[config.mk]
export PLATFORM = sky130hd
export DESIGN_NAME = addressed_frame_receiver
export DESIGN_NICKNAME = d
export VERILOG_FILES = /design/src/rtl/core/afr_pkg.sv /design/src/rtl/core/afr_decode.sv /design/src/rtl/core/afr_buffer.sv /design/src/rtl/core/addressed_frame_receiver.sv
export SDC_FILE = /design/constraint.sdc
export NUM_CORES = 1
export LEC_CHECK = 0
export BUFFER_PORTS_ARGS = -buffer_cell sky130_fd_sc_hd__buf_2
export CAP_MARGIN = 25
export CORE_MARGIN = 4
export CORE_UTILIZATION = 61
export DETAILED_ROUTE_END_ITERATION = 6
export PLACE_DENSITY = 0.79
export SETUP_SLACK_MARGIN = 0.3
export SYNTH_ARGS = -nofsm -noshare
export SYNTH_HDL_FRONTEND = slang
export SYNTH_HIERARCHICAL = 1
export SYNTH_SLANG_ARGS = --single-unit
export TNS_END_PERCENT = 1
[constraint.sdc]
create_clock -name clk -period 3.83 [get_ports clk]
set_input_delay 0.1915 -clock clk [delete_from_list [all_inputs] [get_ports clk]]
set_output_delay 0.1915 -clock clk [all_outputs]
set_load 0.02 [all_outputs]
[src/rtl/core/afr_pkg.sv]
package afr_pkg;

    // Default buffer depth in bytes
    localparam int MSG_SIZE_DEF = 32;

    // Operation codes
    localparam logic [1:0] OP_BYTE = 2'd0;
    localparam logic [1:0] OP_POLL = 2'd1;
    localparam logic [1:0] OP_READ = 2'd2;

    // Line control characters
    localparam logic [7:0] CH_SOH = 8'h01;
    localparam logic [7:0] CH_STX = 8'h02;
    localparam logic [7:0] CH_ETX = 8'h03;
    localparam logic [7:0] CH_EOT = 8'h04;
    localparam logic [7:0] CH_ESC = 8'h1B;
    localparam logic [7:0] CH_LOW = 8'h20;

    localparam logic [7:0] NODE_ADDRESS_RST = 8'h01;

    typedef enum logic [2:0] {
        PH_IDLE         = 3'd0,
        PH_ADDR         = 3'd1,
        PH_PAYLOAD      = 3'd2,
        PH_SKIP_PAYLOAD = 3'd3,
        PH_SKIP_REPLY   = 3'd4
    } phase_t;

    // Receiver control state
    typedef struct packed {
        phase_t phase;
        logic   escape_pending;
        logic   message_held;
    } rx_state_t;

    typedef struct packed {
        logic [1:0] op;
        logic [7:0] rx_byte;
        logic [4:0] read_index;
    } in_t;

    typedef struct packed {
        logic       msg_ready;
        logic [5:0] msg_length;
        logic [7:0] read_byte;
        logic [2:0] rx_phase;
        logic       overflow;
    } out_t;

endpackage

[src/rtl/core/afr_decode.sv]
module afr_decode #(
    parameter int MSG_SIZE = afr_pkg::MSG_SIZE_DEF,
    parameter int WPW      = $clog2(MSG_SIZE + 1),
    parameter int AW       = (MSG_SIZE > 1) ? $clog2(MSG_SIZE) : 1
) (
    input  logic [1:0]        op,
    input  logic [7:0]        rx_byte,
    input  logic [7:0]        node_address,
    input  afr_pkg::rx_state_t cur,
    input  logic [WPW-1:0]    wpos,
    output afr_pkg::rx_state_t nxt,
    output logic [WPW-1:0]    wpos_next,
    output logic              wr_en,
    output logic [AW-1:0]     wr_addr,
    output logic [7:0]        wr_data,
    output logic              overflow
);

    logic [7:0] data_byte;

    // Unescape: a pending escape flips bit 5 of the data byte
    assign data_byte = cur.escape_pending ? (rx_byte ^ afr_pkg::CH_LOW) : rx_byte;
    assign wr_addr   = wpos[AW-1:0];
    assign wr_data   = data_byte;

    // Next-state decode for one transaction
    always_comb
    begin
        nxt       = cur;
        wpos_next = wpos;
        wr_en     = 1'b0;
        overflow  = 1'b0;
        if (op == afr_pkg::OP_BYTE)
        begin
            priority if (rx_byte == afr_pkg::CH_SOH)
            begin
                nxt.phase          = afr_pkg::PH_ADDR;
                nxt.escape_pending = 1'b0;
            end
            else if (rx_byte == afr_pkg::CH_EOT)
            begin
                if (cur.phase == afr_pkg::PH_PAYLOAD && !cur.escape_pending)
                    nxt.message_held = 1'b1;
                nxt.phase          = afr_pkg::PH_IDLE;
                nxt.escape_pending = 1'b0;
            end
            else if (rx_byte == afr_pkg::CH_STX)
            begin
                nxt.phase          = afr_pkg::PH_SKIP_REPLY;
                nxt.escape_pending = 1'b0;
            end
            else if (rx_byte == afr_pkg::CH_ETX)
            begin
                nxt.phase          = afr_pkg::PH_IDLE;
                nxt.escape_pending = 1'b0;
            end
            else if (rx_byte == afr_pkg::CH_ESC)
            begin
                nxt.escape_pending = 1'b1;
            end
            else if (!cur.escape_pending && rx_byte < afr_pkg::CH_LOW)
            begin
                // undefined control byte aborts the frame
                nxt.phase = afr_pkg::PH_IDLE;
            end
            else
            begin
                nxt.escape_pending = 1'b0;
                unique case (cur.phase)
                    afr_pkg::PH_ADDR:
                    begin
                        if (data_byte == node_address && !cur.message_held)
                        begin
                            nxt.phase = afr_pkg::PH_PAYLOAD;
                            wpos_next = '0;
                        end
                        else
                            nxt.phase = afr_pkg::PH_SKIP_PAYLOAD;
                    end
                    afr_pkg::PH_PAYLOAD:
                    begin
                        if (wpos >= WPW'(MSG_SIZE))
                        begin
                            nxt.phase = afr_pkg::PH_IDLE;
                            overflow  = 1'b1;
                        end
                        else
                        begin
                            wr_en     = 1'b1;
                            wpos_next = wpos + WPW'(1);
                        end
                    end
                    afr_pkg::PH_SKIP_PAYLOAD, afr_pkg::PH_SKIP_REPLY:
                        nxt.phase = cur.phase;
                    default:
                        nxt.phase = afr_pkg::PH_IDLE;
                endcase
            end
        end
        else if (op == afr_pkg::OP_POLL && cur.message_held)
        begin
            // release the held message
            nxt.message_held = 1'b0;
            wpos_next        = '0;
        end
    end

endmodule

[src/rtl/core/afr_buffer.sv]
module afr_buffer #(
    parameter int MSG_SIZE = afr_pkg::MSG_SIZE_DEF,
    parameter int AW       = (MSG_SIZE > 1) ? $clog2(MSG_SIZE) : 1
) (
    input  logic          clk,
    input  logic          wr_en,
    input  logic [AW-1:0] wr_addr,
    input  logic [7:0]    wr_data,
    input  logic          rd_en,
    input  logic [4:0]    rd_index,
    output logic [7:0]    rd_data
);

    localparam int IW = (AW > 5) ? AW : 5;

    logic [7:0]    mem [0:MSG_SIZE-1];
    logic [7:0]    rd_data_reg;
    logic [IW-1:0] idx_ext;
    logic [AW-1:0] rd_addr;
    logic          in_range;

    assign idx_ext  = IW'(rd_index);
    assign rd_addr  = idx_ext[AW-1:0];
    assign in_range = ({3'b000, rd_index} < 8'(MSG_SIZE));
    assign rd_data  = rd_data_reg;

    // Payload store write port
    always_ff @(posedge clk)
    begin
        if (wr_en)
            mem[wr_addr] <= wr_data;
    end

    // Registered read; positions past the store read as zero
    always_ff @(posedge clk)
    begin
        if (rd_en)
            rd_data_reg <= in_range ? mem[rd_addr] : 8'h00;
    end

endmodule

[src/rtl/core/addressed_frame_receiver.sv]
// Latency: a result is valid the cycle after its transaction is accepted.
// Throughput: one transaction per cycle; the output register is reloaded in
// the same cycle it is drained, so in_ready only drops while a result stalls.
// Reset (rst_n, async, active low): phase idle, no escape, no message held,
// node address 1. The payload store is not cleared and needs no init pass.
module addressed_frame_receiver #(
    parameter int MSG_SIZE = afr_pkg::MSG_SIZE_DEF
) (
    input  logic          clk,
    input  logic          rst_n,
    input  logic          in_valid,
    output logic          in_ready,
    input  afr_pkg::in_t  in_data,
    output logic          out_valid,
    input  logic          out_ready,
    output afr_pkg::out_t out_data,
    input  logic          cfg_we,
    input  logic [7:0]    cfg_data
);

    localparam int WPW = $clog2(MSG_SIZE + 1);
    localparam int AW  = (MSG_SIZE > 1) ? $clog2(MSG_SIZE) : 1;

    afr_pkg::rx_state_t state_reg;
    afr_pkg::rx_state_t state_next;
    logic [WPW-1:0]     wpos_reg;
    logic [WPW-1:0]     wpos_next;
    logic [7:0]         node_address_reg;
    logic               out_valid_reg;
    afr_pkg::out_t      res_reg;
    afr_pkg::out_t      res_next;
    logic               read_sel_reg;
    logic               accept;
    logic               wr_en;
    logic [AW-1:0]      wr_addr;
    logic [7:0]         wr_data;
    logic               ovf;
    logic [7:0]         rd_data;
    logic               is_poll;

    assign in_ready  = !out_valid_reg || out_ready;
    assign accept    = in_valid && in_ready;
    assign out_valid = out_valid_reg;
    assign is_poll   = (in_data.op == afr_pkg::OP_POLL);

    afr_decode #(
        .MSG_SIZE (MSG_SIZE),
        .WPW      (WPW),
        .AW       (AW)
    ) u_decode (
        .op           (in_data.op),
        .rx_byte      (in_data.rx_byte),
        .node_address (node_address_reg),
        .cur          (state_reg),
        .wpos         (wpos_reg),
        .nxt          (state_next),
        .wpos_next    (wpos_next),
        .wr_en        (wr_en),
        .wr_addr      (wr_addr),
        .wr_data      (wr_data),
        .overflow     (ovf)
    );

    afr_buffer #(
        .MSG_SIZE (MSG_SIZE),
        .AW       (AW)
    ) u_buffer (
        .clk      (clk),
        .wr_en    (wr_en && accept),
        .wr_addr  (wr_addr),
        .wr_data  (wr_data),
        .rd_en    (accept),
        .rd_index (in_data.read_index),
        .rd_data  (rd_data)
    );

    // Result fields other than the read byte
    always_comb
    begin
        res_next            = '0;
        res_next.msg_ready  = is_poll ? state_reg.message_held : state_next.message_held;
        res_next.msg_length = (is_poll && state_reg.message_held) ? 6'(wpos_reg) : 6'd0;
        res_next.rx_phase   = state_next.phase;
        res_next.overflow   = ovf;
    end

    // The read byte is zero for every op other than a read
    always_comb
    begin
        out_data           = res_reg;
        out_data.read_byte = read_sel_reg ? rd_data : 8'h00;
    end

    // Control state, config register and result valid flag
    always_ff @(posedge clk or negedge rst_n)
    begin
        if (!rst_n)
        begin
            state_reg        <= '{phase: afr_pkg::PH_IDLE, escape_pending: 1'b0,
                                  message_held: 1'b0};
            wpos_reg         <= '0;
            node_address_reg <= afr_pkg::NODE_ADDRESS_RST;
            out_valid_reg    <= 1'b0;
        end
        else
        begin
            if (cfg_we)
                node_address_reg <= cfg_data;
            if (accept)
            begin
                state_reg <= state_next;
                wpos_reg  <= wpos_next;
            end
            if (in_ready)
                out_valid_reg <= in_valid;
        end
    end

    always_ff @(posedge clk)
    begin
        if (accept)
        begin
            res_reg      <= res_next;
            read_sel_reg <= (in_data.op == afr_pkg::OP_READ);
        end
    end

    // Checks
    a_ovf_idle: assert property (@(posedge clk) disable iff (!rst_n)
        out_valid && out_data.overflow |-> out_data.rx_phase == afr_pkg::PH_IDLE)
        else $error("overflow result without idle phase");

    a_len_ready: assert property (@(posedge clk) disable iff (!rst_n)
        out_valid && out_data.msg_length != 6'd0 |-> out_data.msg_ready)
        else $error("message length without message ready");

    a_wpos_bound: assert property (@(posedge clk) disable iff (!rst_n)
        wpos_reg <= WPW'(MSG_SIZE))
        else $error("write position beyond buffer");

    a_payload_free: assert property (@(posedge clk) disable iff (!rst_n)
        state_reg.phase == afr_pkg::PH_PAYLOAD |-> !state_reg.message_held)
        else $error("payload phase while a message is held");

endmodule
### Word level (Yosys, flattened, before mapping)

Memory sizes are Yosys's and may differ from the RTL's. A register that Yosys moved wholly into a read port is not among the register bits.
Index checks and enable logic that the tools add are counted.

* bits in registers: 32
* memory bits (writable): 256
* logic and storage cells: 99
* memories kept: 1

* $add $sub $neg: 1
* order comparisons: 2
* eq/ne operators: 22
* mux-type cells: 43
* bitwise operators: 3
* reduce and logical (&&, ||, !) cells: 16

Memories
* u_buffer.mem: words 32, width 8, rd ports 1, clocked after memory_dff 1, write ports 1, line afr_buffer.sv:16 `logic [7:0] mem [0:MSG_SIZE-1];`

Operators with widths (count)
* 2-to-1 mux 6 bit: 11
* 2-to-1 mux 1 bit: 21
* 2-to-1 mux 4 bit: 5
* == test 8 x 2 -> 1 bit, second input constant: 2
* inequality test 2 bit, second input constant: 6
* case mux 6 bit (2 select lines): 1
* AND reduction 11 bit: 1
* 2-to-1 mux 3 bit: 3
* inequality test 3 bit, second input constant: 3
* case mux 3 bit (3 select lines): 1
* == test 8 x 1 -> 1 bit, second input constant: 1
* == test 8 x 3 -> 1 bit, second input constant: 1
* == test 8 x 5 -> 1 bit, second input constant: 1
* == test 8 bit: 1
* less-than comparator 8 x 6 -> 1 bit, second input constant: 1
* 2-to-1 mux 8 bit: 1
* OR reduction 8 bit: 1
* adder 6 x 1 -> 6 bit, second input constant: 1
* == test 3 x 2 -> 1 bit, second input constant: 2
* greater-or-equal comparator 6 bit, second input constant: 1
* logical AND 1 bit: 6
* inequality test 6 x 1 -> 1 bit, second input constant: 1
* == test 3 x 1 -> 1 bit, second input constant: 1
* == test 3 bit, second input constant: 1
* other kinds (9): 13

### Logic depth before layout (Yosys ltp)

* word-level depth: 13
* depth in mapped cells: 9

### Hierarchy

The synthesis kept the hierarchy.

Modules (own cells, without submodules)
* afr_buffer: times used 1, cells each 417, area an instance 10133.5 sq um, seq. area each 7927.6 sq um
* addressed_frame_receiver: times used 1, cells each 77, area an instance 1283.7 sq um, seq. area each 862.1 sq um
* afr_decode: times used 1, cells each 115, area an instance 818.3 sq um, seq. area each 0.0 sq um

### Worst setup path after synthesis

No wires, ideal clock.

* path kind: register to register
* from: reg state_reg[2] (netlist name)
* to: mem u_buffer.mem[0][0], enable pin
* arrival time: 2.436 ns
* path slack: 1.023 ns
* cell stages (with the launch flop): 9
* buffers on the path: 1
* cell sequence: dfrtp_1 -> nand2b_1 -> nor3_1 -> nand4_2 -> nor2_1 -> and3_1 -> or3b_2 -> clkbuf_1 -> nor2_1

* longest elaborated chain between the ends: 12

Ends and longest elaborated chain
* start: declaration: line addressed_frame_receiver.sv:24 `afr_pkg::rx_state_t state_reg;`
* start signal: assignment: line addressed_frame_receiver.sv:99 `state_reg <= '{phase: afr_pkg::PH_IDLE, escape_pending: 1'b0,`
* start signal: assignment: line addressed_frame_receiver.sv:111 `state_reg <= state_next;`
* == test 3 x 2 -> 1 bit: line afr_decode.sv:69 `unique case (cur.phase)`
* 2-to-1 mux 1 bit: line afr_decode.sv:69
* 2-to-1 mux 1 bit: line afr_decode.sv:61 `else if (!cur.escape_pending && rx_byte < afr_pkg::CH_LOW)`
* 2-to-1 mux 1 bit: line afr_decode.sv:57 `else if (rx_byte == afr_pkg::CH_ESC)`
* 2-to-1 mux 1 bit: line afr_decode.sv:52 `else if (rx_byte == afr_pkg::CH_ETX)`
* 2-to-1 mux 1 bit: line afr_decode.sv:47 `else if (rx_byte == afr_pkg::CH_STX)`
* 2-to-1 mux 1 bit: line afr_decode.sv:40 `else if (rx_byte == afr_pkg::CH_EOT)`
* 2-to-1 mux 1 bit: line afr_decode.sv:35 `priority if (rx_byte == afr_pkg::CH_SOH)`
* 2-to-1 mux 1 bit: line afr_decode.sv:33 `if (op == afr_pkg::OP_BYTE)`
* via wr_en: line addressed_frame_receiver.sv:34 `logic wr_en;`
* logical AND 1 bit: line addressed_frame_receiver.sv:69 `.wr_en (wr_en && accept),`
* 2-to-1 mux 1 bit: line afr_buffer.sv:30 `if (wr_en)`
* 2-to-1 mux 1 bit (implied by the code): line afr_buffer.sv:31 `mem[wr_addr] <= wr_data;`
* end: declaration: line afr_buffer.sv:16

The timed path passes the listed nets, and every way through them passes these cells.

### Worst setup path after layout

* from: reg state_reg[2] (netlist name)
* to: mem u_buffer.mem[20][5], enable pin

The elaborated chain is that of the path after synthesis.

==> flow_summary.json <==
{
  "worstReg2RegEnd": "u_buffer/mem[20][5]$_DFFE_PP_",
  "synth_top_flop_cell": "sky130_fd_sc_hd__edfxtp_1",
  "final_hold_fails": 0,
  "p_seq_share_pct": 53.6,
  "sw_frac_of_total_pct": 21.8,
  "timing.critical_path.required_ps": 3990,
  "path_clk_slew_ps": 60,
  "p_per_area_nw_per_um2": 496,
  "setup_tns_ps": 0,
  "worst_hold_path_type": "in -> reg",
  "fp-row-count": 51,
  "fraction_of_final_layout_cells_sized_beyond_drive_strength_1_pct": 34.2,
  "io-pin-count": 49,
  "clock_insertion_delay_worst_skew_ps": 540,
  "antenna_found_initial": 0,
  "synth-seq-cells": 296,
  "setup_viol": 0,
  "clock_sink_count": 296,
  "end_kind": "flip-flop",
  "internal_mw": 5.35,
  "num_cts_buffers": 28,
  "routed_wire_length_per_instance_um": 26.3,
  "synth.area.top_cells": "sky130_fd_sc_hd__edfxtp_1, sky130_fd_sc_hd__mux4_2, sky130_fd_sc_hd__dfrtp_1, sky130_fd_sc_hd__mux2_2, sky130_fd_sc_hd__nor2_1",
  "yosysTopAreaCell": "sky130_fd_sc_hd__edfxtp_1",
  "grt_first_pass_wirelength_um": 39700,
  "total_switching_power_mw": 1.49,
  "die_height_um": 150,
  "placeableCoreArea_um2": 19600,
  "n_antenna_cell": 0,
  "max_freq_ghz": 0.309,
  "worst-path-max-fanout": 8,
  "gr_overflow_total": 0,
  "yosys_warnings": 6,
  "route.detailed.drc": 0,
  "tritoncts": "built",
  "tightest_slew_ps": 910,
  "cell_at_the_root_of_the_clock_tree": "sky130_fd_sc_hd__clkbuf_16",
  "pin_count_of_the_biggest_net_entering_global_routing": 42,
  "drt-total-wl_um": 25600,
  "postSynth.asyncResetShare_pct": 6.76,
  "syn-mean-instance-area_um2": 20.1,
  "synth.yosys.seq_area_share_pct": 71.8,
  "setup.worst_path.start_class": "flip-flop",
  "reg2regPathDepth": 7,
  "final.setup_skew_ps": 15.6,
  "maxCapViolCount": 0,
  "reg_with_most_ffs": "u_buffer/mem",
  "criticalPathCategory": "reg -> reg",
  "dpl-instance-area_um2": 12800,
  "synthesized_area_um2": 12200,
  "pre_cts_slack_ps": 515,
  "hold-worst-slack_ps": 47.3,
  "timing.final.max_slew_violations": 0,
  "globalplace.congestion": 0.900,
  "vias_per_cell": 6.44,
  "global_routing_usage_summed_across_all_routing_layers_pct": 23.9,
  "final_antenna_net_count": 0,
  "number_of_global_route_vias_before_repair": 6413,
  "power.share.clock_pct": 38.8,
  "mapped_cells": 609,
  "drt_first_iter_violations": 741,
  "final_area_um2": 13800,
  "final.fill_count": 1150,
  "setup_repair_after_global_routing_missed_its_margin": "no",
  "regToRegStartpoint": "state_reg[2]$_DFFE_PN0P_",
  "status": "finished clean",
  "detail_route.first_pass.iterations": 6,
  "rrSetupSlack_ps": 600,
  "largest_register_ffs": 256,
  "yosys.cell_types.count": 57,
  "worst_setup_path_startpoint": "state_reg[2]$_DFFE_PN0P_",
  "ir_drop_mv": 0.405,
  "power_frac_comb_pct": 7.6,
  "worst_setup_path_endpoint": "u_buffer/mem[20][5]$_DFFE_PP_",
  "design.die.area_um2": 22400,
  "final_period_minus_worst_setup_slack_ps": 3230,
  "synth_top_area_share_pct": 67.7,
  "htree_levels": 1,
  "cts-root-to-sink-buffers": 3,
  "sequential_cell_area_um2": 8790,
  "leakage_nw": 4.57,
  "vias": 6256,
  "synth_nets": 639,
  "placement.io_buffers": 48,
  "dp_hpwl_um": 15500,
  "effective_utilization_at_floorplan_pct": 62.5,
  "max_slew_margin_pct": 39.3,
  "floorplan.die.width_um": 150,
  "finalWorstSetupSlack_ps": 597,
  "synth-edff-count": 276,
  "critical_path_arrival_ps": 3400,
  "area_used_by_multi_input_combinational_logic_um2": 3190,
  "post_cts.repair.setup_buffers": 0,
  "area_growth_pct": 12.7,
  "post-route-period-util_pct": 84.4,
  "num-nets-final": 715
}
## worst min path at each step
stage | start | end | slack [ps] | depth (start not counted)
2_1_floorplan | rst_n | node_address_reg[1]$_DFFE_PN0P_ | -100 | 0
3_3_place_gp | rst_n | out_valid$_DFFE_PN0P_ | 160 | 1
3_5_place_dp | rst_n | out_valid$_DFFE_PN0P_ | 170 | 1
4_1_cts | in_data[6] | u_buffer/mem[23][1]$_DFFE_PP_ | 30 | 1
5_1_grt | in_data[6] | u_buffer/mem[23][1]$_DFFE_PP_ | 40 | 1
6_report | in_data[6] | u_buffer/mem[23][1]$_DFFE_PP_ | 50 | 1
## worst max-delay path, cell delays in order (launching register included)
cell and delay (ps):
sky130_fd_sc_hd__dfrtp_1 460, sky130_fd_sc_hd__nand2b_1 240, sky130_fd_sc_hd__nor3_1 280, sky130_fd_sc_hd__nand4_2 250
sky130_fd_sc_hd__nor2_1 200, sky130_fd_sc_hd__and3_1 250, sky130_fd_sc_hd__or3b_2 600, sky130_fd_sc_hd__nor2_1 570
## final cells by class
| type | count | share of cell area (%) |
|---|---|---|
| sequential | 296 | 63.7 |
| multi-input combinational | 267 | 23.1 |
| clock buffer | 32 | 5.34 |
| timing repair buffer | 84 | 4.08 |
| tap | 265 | 2.40 |
| clock inverter | 20 | 1.10 |
| inverter | 8 | 0.218 |
## timing repair
action                                  CTS  global route
endpoints found under the setup margin    0             8
endpoints found under the hold margin    29             0
gates resized for setup                   0             1
hold buffers                             10             0
## power groups by stage
stage | registers [mW] | logic [mW] | clock network (mW)
after detailed placement | 3.74 | 0.511 | 0
after global routing | 3.68 | 0.561 | 2.85
final | 3.67 | 0.522 | 2.65
after CTS | 3.67 | 0.526 | 2.69
after floorplan | 3.72 | 0.379 | 0
after global placement | 3.73 | 0.501 | 0
## cell families after synthesis
logic type	after synthesis	share of synthesized area, %
buf+inv	46	2.20
xor+xnor	12	0.920
fa+ha+maj	2	0.204
mux	107	17.5
compound gates	30	1.79
flops	296	71.8
simple gates	116	5.56
## Yosys cell counts (3+ instances only)
| cell | n |
|---|---|
| sky130_fd_sc_hd__buf_1 | 5 |
| sky130_fd_sc_hd__inv_1 | 8 |
| sky130_fd_sc_hd__buf_6 | 3 |
| sky130_fd_sc_hd__a21oi_1 | 3 |
| sky130_fd_sc_hd__a22o_1 | 3 |
| sky130_fd_sc_hd__nand3_1 | 6 |
| sky130_fd_sc_hd__xor2_1 | 7 |
| sky130_fd_sc_hd__xnor2_1 | 4 |
| sky130_fd_sc_hd__nor2b_1 | 5 |
| sky130_fd_sc_hd__nand2b_1 | 4 |
| sky130_fd_sc_hd__dfrtp_1 | 19 |
| sky130_fd_sc_hd__o21ai_0 | 5 |
| sky130_fd_sc_hd__clkbuf_1 | 7 |
| sky130_fd_sc_hd__mux2_2 | 18 |
| sky130_fd_sc_hd__nand2_1 | 7 |
| sky130_fd_sc_hd__buf_2 | 5 |
| sky130_fd_sc_hd__mux2_4 | 9 |
| sky130_fd_sc_hd__nor2_1 | 43 |
| sky130_fd_sc_hd__or3b_2 | 3 |
| sky130_fd_sc_hd__nand3b_1 | 6 |
| sky130_fd_sc_hd__mux4_2 | 80 |
| sky130_fd_sc_hd__and2_1 | 16 |
| sky130_fd_sc_hd__buf_4 | 18 |
| sky130_fd_sc_hd__edfxtp_1 | 276 |
## routing by layer
layer,part of all wire (%),global-route usage (%),vias to the layer above,routed length (µm)
met4,1.3,3.89,0,320
met5,0,0,-,0
met1,40,34.5,3265,10100
met2,52,40.5,337,13200
li1,-,-,2617,-
met3,7.7,3.30,37,1970
## layout by cell type (no fill, tap or decap), drive strengths merged, types with 3 or more instances in the layout
| cell | count |
|---|---|
| nand2 | 8 |
| xor2 | 8 |
| mux2 | 27 |
| nor4 | 4 |
| nand2b | 5 |
| or3b | 4 |
| o21ai | 7 |
| a21oi | 3 |
| mux4 | 80 |
| nor2 | 43 |
| nand3b | 6 |
| nor3 | 4 |
| inv | 8 |
| clkinv | 17 |
| and2 | 16 |
| dlygate4sd3 | 10 |
| nor2b | 5 |
| nand3 | 8 |
| nand4 | 3 |
| dfrtp | 19 |
| a22o | 3 |
| xnor2 | 4 |
| clkbuf | 32 |
| edfxtp | 276 |
| o221a | 4 |
| buf | 74 |
## per-stage QoR
| step | cells | total power, mW | util (%) |
|---|---|---|---|
| after floorplan | 609 | 4.10 | - |
| after global placement | 910 | 4.23 | 65.3 |
| after detailed placement | 910 | 4.25 | 65.3 |
| after CTS | 972 | 6.88 | 70.4 |
| after global routing | 972 | 7.09 | 70.4 |
| final | 972 | 6.85 | 70.4 |
(Power assumes the default switching activity.)
